$ cat src/hdl/pct_pkg.sv
// Shared types, constants and helper functions of the percent decoder.
package pct_pkg;

  localparam logic [7:0] PCT_CHAR   = 8'h25;
  localparam logic [7:0] PLUS_CHAR  = 8'h2B;
  localparam logic [7:0] SPACE_CHAR = 8'h20;
  localparam logic [3:0] HEX_ALPHA_BASE = 4'd10;

  localparam int QUEUE_DEPTH = 4;

  typedef struct packed {
    logic [7:0] in_byte;
    logic       in_last;
  } pct_in_t;

  typedef struct packed {
    logic [7:0] out_byte;
    logic       out_last;
  } pct_out_t;

  typedef struct packed {
    logic [2:0][7:0] data;
    logic [1:0]      count;
    logic            last;
  } pct_group_t;

  function automatic logic is_hex(input logic [7:0] c);
    return c inside {[8'h30:8'h39], [8'h41:8'h46], [8'h61:8'h66]};
  endfunction

  function automatic logic [3:0] hex_val(input logic [7:0] c);
    logic [3:0] v;
    if (c inside {[8'h30:8'h39]}) begin
      v = c[3:0];
    end else begin
      v = 4'(c[3:0] - 4'd1 + HEX_ALPHA_BASE);
    end
    return v;
  endfunction

endpackage

$ cat src/hdl/percent_decoder.sv
// Top level of the streaming URL percent decoder.
// Each accepted request carries one raw byte and an end-of-string flag; the combinational front
// end resolves escapes and query-mode plus signs and builds a group of zero to three decoded
// bytes; any non-empty group is registered into a queue of QUEUE_DEPTH groups. While pop is held,
// the back end hands out one decoded byte per cycle from the oldest group, and a steady stream
// of one byte per cycle in and out is sustained because decoding never produces more bytes than
// it consumes. Full rises only while the group queue is full.
module percent_decoder #(
  parameter int QUEUE_DEPTH = pct_pkg::QUEUE_DEPTH
) (
  input  logic              clk,
  input  logic              rst,
  input  logic              push,
  output logic              full,
  input  pct_pkg::pct_in_t  raw_req,
  output logic              empty,
  input  logic              pop,
  output pct_pkg::pct_out_t dec_req,
  input  logic              cfg_we,
  input  logic              cfg_data
);

  logic                take;
  logic                grp_valid;
  pct_pkg::pct_group_t grp;

  assign take = push && !full;

  pct_front u_front (
    .clk       (clk),
    .rst       (rst),
    .take      (take),
    .raw_req   (raw_req),
    .cfg_we    (cfg_we),
    .cfg_data  (cfg_data),
    .grp_valid (grp_valid),
    .grp       (grp)
  );

  pct_back #(
    .DEPTH (QUEUE_DEPTH)
  ) u_back (
    .clk       (clk),
    .rst       (rst),
    .grp_valid (grp_valid),
    .grp       (grp),
    .pop       (pop),
    .full      (full),
    .empty     (empty),
    .dec_req   (dec_req)
  );

endmodule

$ cat src/hdl/pct_front.sv
// Front end: classifies each input byte and builds the group of decoded bytes it releases.
module pct_front (
  input  logic               clk,
  input  logic               rst,
  input  logic               take,
  input  pct_pkg::pct_in_t   raw_req,
  input  logic               cfg_we,
  input  logic               cfg_data,
  output logic               grp_valid,
  output pct_pkg::pct_group_t grp
);

  localparam logic [1:0] PEND_NONE  = 2'd0;
  localparam logic [1:0] PEND_PCT   = 2'd1;
  localparam logic [1:0] PEND_DIGIT = 2'd2;

  logic       plus_as_space;
  logic [1:0] pending;
  logic [1:0] pending_next;
  logic [7:0] held;
  logic [7:0] held_next;
  logic [7:0] b;
  logic [7:0] b_lit;
  logic       b_hex;
  logic       b_pct;

  assign b     = raw_req.in_byte;
  assign b_hex = pct_pkg::is_hex(b);
  assign b_pct = (b == pct_pkg::PCT_CHAR);
  assign b_lit = (plus_as_space && b == pct_pkg::PLUS_CHAR) ? pct_pkg::SPACE_CHAR : b;

  always_comb begin
    grp          = '0;
    pending_next = pending;
    held_next    = held;
    case (pending)
      PEND_PCT: begin
        if (b_hex) begin
          pending_next = PEND_DIGIT;
          held_next    = b;
        end else begin
          grp.data[0] = pct_pkg::PCT_CHAR;
          if (b_pct) begin
            grp.count    = 2'd1;
            pending_next = PEND_PCT;
          end else begin
            grp.data[1]  = b_lit;
            grp.count    = 2'd2;
            pending_next = PEND_NONE;
          end
        end
      end
      PEND_DIGIT: begin
        if (b_hex) begin
          grp.data[0]  = {pct_pkg::hex_val(held), pct_pkg::hex_val(b)};
          grp.count    = 2'd1;
          pending_next = PEND_NONE;
        end else begin
          grp.data[0] = pct_pkg::PCT_CHAR;
          grp.data[1] = held;
          if (b_pct) begin
            grp.count    = 2'd2;
            pending_next = PEND_PCT;
          end else begin
            grp.data[2]  = b_lit;
            grp.count    = 2'd3;
            pending_next = PEND_NONE;
          end
        end
      end
      default: begin
        if (b_pct) begin
          pending_next = PEND_PCT;
        end else begin
          grp.data[0]  = b_lit;
          grp.count    = 2'd1;
          pending_next = PEND_NONE;
        end
      end
    endcase
    if (raw_req.in_last) begin
      if (pending_next == PEND_PCT) begin
        grp.data[grp.count] = pct_pkg::PCT_CHAR;
        grp.count           = grp.count + 2'd1;
      end else if (pending_next == PEND_DIGIT) begin
        grp.data[0] = pct_pkg::PCT_CHAR;
        grp.data[1] = held_next;
        grp.count   = 2'd2;
      end
      grp.last     = 1'b1;
      pending_next = PEND_NONE;
    end
  end

  assign grp_valid = take && (grp.count != 2'd0);

  always_ff @(posedge clk) begin
    if (rst) begin
      plus_as_space <= 1'b0;
      pending       <= PEND_NONE;
    end else begin
      if (cfg_we) begin
        plus_as_space <= cfg_data;
      end
      if (take) begin
        pending <= pending_next;
      end
    end
  end

  always_ff @(posedge clk) begin
    if (take) begin
      held <= held_next;
    end
  end

endmodule

$ cat src/hdl/pct_back.sv
// Back end: queue of decoded byte groups and the serialiser that hands them out one byte at a time.
module pct_back #(
  parameter int DEPTH = pct_pkg::QUEUE_DEPTH
) (
  input  logic                clk,
  input  logic                rst,
  input  logic                grp_valid,
  input  pct_pkg::pct_group_t grp,
  input  logic                pop,
  output logic                full,
  output logic                empty,
  output pct_pkg::pct_out_t   dec_req
);

  localparam int PW = (DEPTH > 1) ? $clog2(DEPTH) : 1;
  localparam int CW = $clog2(DEPTH + 1);
  localparam logic [PW-1:0] LAST_PTR = PW'(DEPTH - 1);

  pct_pkg::pct_group_t queue [DEPTH];
  pct_pkg::pct_group_t head;
  logic [PW-1:0] wr_ptr;
  logic [PW-1:0] rd_ptr;
  logic [CW-1:0] count;
  logic [1:0]    idx;
  logic          pop_fire;
  logic          head_done;

  assign head      = queue[rd_ptr];
  assign empty     = (count == CW'(0));
  assign full      = (count == CW'(DEPTH));
  assign pop_fire  = pop && !empty;
  assign head_done = pop_fire && (idx == head.count - 2'd1);

  assign dec_req.out_byte = head.data[idx];
  assign dec_req.out_last = head.last && (idx == head.count - 2'd1);

  always_ff @(posedge clk) begin
    if (grp_valid) begin
      queue[wr_ptr] <= grp;
    end
  end

  always_ff @(posedge clk) begin
    if (rst) begin
      wr_ptr <= '0;
      rd_ptr <= '0;
      count  <= '0;
      idx    <= 2'd0;
    end else begin
      if (grp_valid) begin
        wr_ptr <= (wr_ptr == LAST_PTR) ? '0 : wr_ptr + PW'(1);
      end
      if (head_done) begin
        rd_ptr <= (rd_ptr == LAST_PTR) ? '0 : rd_ptr + PW'(1);
        idx    <= 2'd0;
      end else if (pop_fire) begin
        idx <= idx + 2'd1;
      end
      if (grp_valid && !head_done) begin
        count <= count + CW'(1);
      end else if (!grp_valid && head_done) begin
        count <= count - CW'(1);
      end
    end
  end

`ifndef SYNTH
  a_no_write_when_full: assert property (@(posedge clk) disable iff (rst)
    grp_valid |-> !full || head_done)
    else $error("group written into a full queue");

  a_head_nonempty: assert property (@(posedge clk) disable iff (rst)
    !empty |-> head.count != 2'd0)
    else $error("queue head holds no bytes");

  a_idx_in_range: assert property (@(posedge clk) disable iff (rst)
    !empty |-> idx < head.count)
    else $error("serialiser index past the end of the head group");

  a_idx_clear_when_empty: assert property (@(posedge clk) disable iff (rst)
    empty |-> idx == 2'd0)
    else $error("serialiser index not cleared with the queue empty");
`endif

endmodule

$ cat config.mk
export PLATFORM = sky130hd
export DESIGN_NAME = percent_decoder
export DESIGN_NICKNAME = d
export VERILOG_FILES = /design/src/hdl/pct_pkg.sv /design/src/hdl/percent_decoder.sv /design/src/hdl/pct_front.sv /design/src/hdl/pct_back.sv
export SDC_FILE = /design/constraint.sdc
export NUM_CORES = 1
export LEC_CHECK = 0
export BUFFER_PORTS_ARGS = -buffer_cell sky130_fd_sc_hd__buf_2
export CAP_MARGIN = 20
export CORE_ASPECT_RATIO = 1.1
export CORE_UTILIZATION = 35
export DETAILED_ROUTE_END_ITERATION = 7
export PLACE_DENSITY = 0.56
export SYNTH_ARGS = -nofsm -noshare
export SYNTH_HDL_FRONTEND = slang
export SYNTH_SLANG_ARGS = --single-unit
$ cat constraint.sdc
create_clock -name clk -period 3.9 [get_ports clk]
set_clock_uncertainty 0.05 [all_clocks]
set_input_delay 0 -clock clk [delete_from_list [all_inputs] [get_ports clk]]
set_output_delay 0 -clock clk [all_outputs]
set_load 0.05 [all_outputs]
Yosys cells after proc, flatten, opt, wreduce, memory -nomap -nowiden
Memories as Yosys holds them, arrays and structs flattened. A register that Yosys moved wholly into a read port is not among the register bits.
Index checks and enable logic that the tools add are counted.
{ "word_totals": {"regBits": 20, "ramBits": 108, "in_bits": 15, "elab_cells": 101, "out_inout_bits": 11, "n_memories": 1} }
{ "memory_table": {"columns": ["name", "depth", "width", "read_ports", "rd_ports_with_merged_regs", "write_ports", "line", "text"], "rows": [
  ["u_back.queue", 4, 27, 1, 1, 1, "pct_back.sv:19", "pct_pkg::pct_group_t queue [DEPTH];"]
]} }
{ "classes": {"n_lt_le_gt_ge": 11, "n_bitwise": 3, "reduce_logical": 22, "muxes": 36, "n_addsub": 11, "n_eq_ne": 10} }
{ "op_table": {"columns": ["operator", "n"], "rows": [
  ["$mux W8", 8],
  ["$mux W18", 3],
  ["$mux W27", 1],
  ["$mux W10", 2],
  ["$pmux W10 S2", 1],
  ["$bmux W8 S2", 1],
  ["$demux W8 S2", 1],
  ["$eq A8 B6 Y1 const B", 2],
  ["$ge A8 B6 Y1 const B", 2],
  ["$ge A8 B7 Y1 const B", 2],
  ["$le A8 B6 Y1 const B", 2],
  ["$le A8 B7 Y1 const B", 2],
  ["$mux W16", 1],
  ["$mux W2", 8],
  ["$pmux W8 S2", 1],
  ["$and A15 B15 Y15", 1],
  ["$not A15 Y15", 1],
  ["$logic_and A1 B1 Y1", 13],
  ["$or A9 B9 Y9", 1],
  ["$add A2 B1 Y2 const B", 4],
  ["$add A4 B4 Y4 const B", 2],
  ["$eq A2 B2 Y1 const B", 4],
  ["$mux W4", 2],
  ["$sub A4 B1 Y4 const B", 2],
  ["other kinds (16)", 26]
]} }

Depth between registers and ports, before layout
{ "logic_depth": {"word_depth": 20, "mapped_depth": 19, "depth_no_buf": 19} }

By module
Synthesis repeated with hierarchy kept, for this count alone.
{ "unflattened": {"hier_cells": 448, "area_unflattened_um2": 6334.8} }
{ "modules_own_cells": {"columns": ["mod", "area_each_um2", "n_inst", "seq_area_each_um2", "cells_each"], "rows": [
  ["pct_back", 4717.0, 1, 3463.3, 235],
  ["pct_front", 1604.0, 1, 300.3, 212],
  ["percent_decoder", 13.8, 1, 0.0, 1]
]} }

Least setup slack after synthesis
No wires, ideal clock.
{ "synth_path": {"path_kind": "register -> register", "start": "register u_front.pending[0]", "end": "memory u_back.queue[0][0] (netlist bit) (enable)", "t_arrival_ns": 3.233, "setup_ns": 0.411, "period_less_slack_ns": 3.694, "path_stages_with_launch": 13, "path_buffers": 0, "setup_slack_ns": 0.206, "t_required_ns": 3.439, "path_cell_list": "dfxtp_1 > inv_1 > ha_1 > and2b_2 > nand2_1 > nor2_4 > nor2_8 > ha_1 > inv_1 > a41o_1 > inv_1 > o31ai_1 > nor2_1"} }
{ "synth_between": {"elab_chain_len": 10, "word_cells_on_any_way": 14, "classes_between": "1 x add/sub; 4 x eq/ne; 7 x mux; 2 x reduce/logical"} }
{ "synth_rtl": {"columns": ["element", "line", "text"], "rows": [
  ["start: declaration", "pct_front.sv:18", "logic [1:0] pending;"],
  ["start signal: assignment", "pct_front.sv:106", "pending <= pending_next;"],
  ["$eq A2 B2 Y1 or $eq A2 B1 Y1 (tied branches)", "pct_front.sv:36", "case (pending)"],
  ["$pmux W2 S2", "pct_front.sv:36", null],
  ["$eq A2 B2 Y1", "pct_front.sv:85", "end else if (pending_next == PEND_DIGIT) begin"],
  ["$mux W18", "pct_front.sv:85", null],
  ["$mux W18", "pct_front.sv:82", "if (pending_next == PEND_PCT) begin"],
  ["$mux W27 (*)", "pct_front.sv:81", "if (raw_req.in_last) begin"],
  ["$reduce_bool A2 Y1 (*)", "pct_front.sv:95", "assign grp_valid = take && (grp.count != 2'd0);"],
  ["$logic_and A1 B1 Y1 (*)", "pct_front.sv:95", null],
  ["$mux W1 (*)", "pct_back.sv:38", "if (grp_valid) begin"],
  ["$mux W1 (not written as such) (*)", "pct_back.sv:39", "queue[wr_ptr] <= grp;"],
  ["end: declaration", "pct_back.sv:19", null]
]} }
Mark *: on every way between the ends. The rest lies on a longest branch, timed or not.

Final worst setup path
{ "layout_path": {"start": "register u_front.pending[0]", "end": "register u_back.count[2]"} }
{ "layout_between": {"elab_chain_len": 11, "word_cells_on_any_way": 17, "classes_between": "1 x add/sub; 4 x eq/ne; 6 x mux; 6 x reduce/logical"} }
{ "layout_rtl": {"columns": ["element", "line", "text"], "rows": [
  ["$eq A2 B2 Y1 or $eq A2 B1 Y1 (tied branches)", "pct_front.sv:36", null],
  ["$pmux W2 S2", "pct_front.sv:36", null],
  ["$eq A2 B2 Y1", "pct_front.sv:85", null],
  ["$mux W18", "pct_front.sv:85", null],
  ["$mux W18", "pct_front.sv:82", null],
  ["$mux W27 (*)", "pct_front.sv:81", null],
  ["$reduce_bool A2 Y1 (*)", "pct_front.sv:95", null],
  ["$logic_and A1 B1 Y1 (*)", "pct_front.sv:95", null],
  ["via grp_valid", "percent_decoder.sv:24", "logic grp_valid;"],
  ["$logic_not A1 Y1", "pct_back.sv:61", "end else if (!grp_valid && head_done) begin"],
  ["$logic_and A1 B1 Y1", "pct_back.sv:61", null],
  ["$reduce_bool A2 Y1 (no line)", null, null],
  ["end signal: assignment", "pct_back.sv:60", "count <= count + CW'(1);"],
  ["end signal: assignment", "pct_back.sv:62", "count <= count - CW'(1);"],
  ["end: declaration", "pct_back.sv:23", "logic [CW-1:0] count;"]
]} }
The timed path passes the listed nets; every way through them passes the cells marked *.
A chain may end at the register's enable or synchronous reset.

==> impl_results.md <==
* DP Area at around 6600 µm²
* Worst Path Required at around 4.2 ns
* First-pass GRT wire length at approximately 21000 µm
* Worst Setup End Kind: flop
* Residual DRC at 0
* WP buf/inv at 5
* Initial Utilization at 0.361
* Ys Warns at 0
* Die area at 18200 µm²
* Post-synth ARST share at 0
* Fin crit share at 0.933
* Syn_nets at approximately 450
* FMAX at between 0.2 and 0.3 GHz
* I/O pins at 26
* Worst-Margin Slew at roughly 0.76 ns
* Routed WL at around 13000 µm
* Gpl congestion at approximately 0.9
* ANT cells at 0
* Cts repair resizes at 0
* Fin util at 0.422
* Row cnt at 50
* Hold Crit Depth at 2
* Slowest CP cell: dfxtp_1
* Clock sink count at 130
* Hold Path End: u_front.held[4]
* Cell area after synthesis at 6180 µm²
* Worst R2R Start: u_front.pending[0]
* Critical path class: reg2reg
* Dpl cells at a little under 700
* Synth Register Bits at 130
* Final hold vios at 0
* WL per Instance at approximately 19 µm
* Synth Area per Inst at 14.8 µm²
* Max Used Layer: met4
* Outcome: finished clean
* Gate power share at 0.241
* Hold crit path type: in2reg
* Iteration-0 DRC Markers at ~210
* Switching Share at 0.302
* Delay-heaviest family, CP: adder cells
* Slew Viols, Final at 0
* Power share of the sequential group at 0.423
* WL met2 at between 6000 and 7000 µm
* Sw Pwr at between 0.001 and 0.0015 W
* Count of different cell masters after synthesis at 68
* Area delta synth->final at 17.1%
* RSZ-0062 raised after global routing: false
* Routed vias/inst at 5.17
* Die X at around 130 µm
* Register area share after synthesis at 0.609
* Drt first pass iters at 5
* Pint at slightly below 0.003 W
* Tot Pwr at roughly 0.0042 W
* Clk slew on worst S/H paths at ~0.05 ns
* Lkg Pwr at between 2 and 3 nW
* Dpl hpwl at slightly above 9000 µm
* Most common cell after layout, fill and taps aside: edfxtp_1
* Vias at between 3000 and 4000
* Total track usage at 0.157
* CP arrival at 3.93 ns
* Worst skew pair latency at 0.41 ns
* GR Overflow Total at 0
* Final Cell Area at around 7200 µm²
* Die H at roughly 140 µm
* EDFF count, synth at about 120
* Worst reg-to-reg setup slack at roughly 0.26 ns
* Final nets at about 500
* Clock root buffer: clkbuf_16
* CP startpoint kind: flop
* Worst vdd ir at about 260 µV
* CP max FO at 7
* Worst-path cell chain: inv_1 -> ha_1 -> nand2b_1 -> nor2_4 -> nor2_8 -> ha_1 -> inv_1 -> a41o_1 -> inv_1 -> o31ai_1 -> inv_1 -> ha_1 -> inv_1 -> fa_1 -> xor2_1 -> or3_1 -> a21oi_1
* Clock Tree Buf Depth at 2
* Worst reg2reg path depth at 17
* M1 WL at 5660 µm
* Fin cells at approximately 710
* ANT nets after route at 0
* Final setup TNS at 0 ns
* Vias in the first global route at between 3000 and 4000
* Worst path max stage delay at between 0.3 and 0.4 ns
* Antenna violations before repair at 0
* Pwr Density at between 500 and 600 nW/µm²
* CTS tree: built
* Num CTS Buffers at 17
* Slew HR at 0.494
* Commonest non-fill, non-tap cells in the layout: 116 x edfxtp_1, 27 x mux4_2, 25 x buf_2
* Port Buffer Count at 25
* Min cycle time layout at between 3 and 4 ns
* H-tree levels at 4
* Post-synth top flop: edfxtp_1
* Core ar. at roughly 17000 µm²
* Share of cells above drive strength 1 at 0.249
* Routed met3 length at 471 µm
* Max_cap viols at 0
* Critical R2R Capture: u_back.count[2]
* Crit-path most repeated cell: inv_1
* HP Start: raw_req[5]
* Clk pwr share at 0.336
* Cell count after synthesis at roughly 420
* Pin count of the biggest net entering global routing at 28
* Endpoints failing setup at 0
## stage by stage
step | hold WS (ns) | setup slack (ns)
after floorplan | 0.0489 | 0.206
after global placement | 0.196 | 0.341
after detailed placement | 0.206 | 0.239
after CTS | 0.00133 | 0.215
after global routing | 0.00978 | 0.0164
final | 0.0169 | 0.262
## synthesized netlist by cell type, types with 2 or more instances
cell	n	share of area
inv_1	24	0.015
nand2b_1	8	0.0081
nor2b_1	2	0.0020
o21bai_1	2	0.0024
and2_1	6	0.0061
xnor2_1	3	0.0043
o2bb2ai_1	8	0.011
and3_1	2	0.0020
a22o_1	3	0.0043
o22a_1	2	0.0028
clkbuf_1	10	0.0061
edfxtp_1	116	0.56
dfxtp_1	14	0.045
or4_1	2	0.0024
mux2i_1	13	0.021
o21ai_0	11	0.0089
nor2_4	2	0.0036
buf_2	2	0.0016
nand3b_1	3	0.0036
a21oi_1	13	0.011
nand2_1	24	0.015
or3_1	2	0.0020
nor2_1	28	0.017
a21o_1	2	0.0024
a32o_1	2	0.0032
ha_1	20	0.040
xor2_1	3	0.0043
a22oi_1	8	0.0097
nor4b_1	2	0.0028
o311ai_1	2	0.0028
mux2_2	5	0.0091
a31oi_1	5	0.0051
a32oi_1	2	0.0028
mux4_2	27	0.098
nor3_1	5	0.0040
o32ai_1	2	0.0028
## logic make-up (layout without fill, tap and decap cells)
logic type,count (synthesis),in the layout,synth area share
AOI/OAI and AO/OA,75,75,0.0929
DFF,130,130,0.609
muxes,45,45,0.129
xor gates and xnor gates,6,6,0.00850
adders and majority gates,21,21,0.0437
and+or+nand+nor,99,99,0.0895
buffers and inverters,41,102,0.0279
## area by class of cell
cell class	instances	area, µm²
Multi-Input combinational cell	246	2250
Tap cell	234	293
Inverter	25	93.8
Clock inverter	11	91.3
Clock buffer	19	433
Sequential cell	130	3760
Timing Repair Buffer	47	310
Fill cell	1597	9900
## metal layers
| metal | track usage | vias to the layer above |
|---|---|---|
| met3 | 0.0351 | 17 |
| met1 | 0.196 | 1853 |
| met2 | 0.265 | 95 |
| li1 | - | 1719 |
| met4 | 0.0613 | 0 |
| met5 | 0 | - |
## timing repair
item                                    CTS  global route
setup buffers                             0             1
hold endpoints to repair                 17             0
endpoints found under the setup margin    0             1
hold buffers                              8             0
## power by group through the flow
stage	logic, W	clock network, W	registers, W
floorplan	0.000778	0	0.00177
global placement	0.00101	0	0.00179
detailed placement	0.00102	0	0.00180
CTS	0.00103	0.00144	0.00177
global route	0.00109	0.00150	0.00178
finish	0.00101	0.00141	0.00177
## worst max-delay path by stage
stage / slack [ns] / depth (start not counted) / start / end
after floorplan: 0.21 / 12 / u_front.pending[0] / u_back.queue[0][0]
after global placement: 0.34 / 17 / u_front.pending[0] / u_back.count[2]
after detailed placement: 0.24 / 17 / u_front.pending[0] / u_back.count[2]
after CTS: 0.21 / 17 / u_front.pending[0] / u_back.count[2]
after global routing: 0.02 / 18 / u_front.pending[0] / u_back.count[2]
final: 0.26 / 17 / u_front.pending[0] / u_back.count[2]
## sequential cells by signal, indices dropped and copies added (netlist names), named ones only
name,flops
u_front.pending,2
u_back.rd_ptr,2
u_front.held,8
u_back.idx,2
u_back.queue,108
u_front.plus_as_space,1
u_back.wr_ptr,2
u_back.count,3
(Power assumes the default switching activity.)
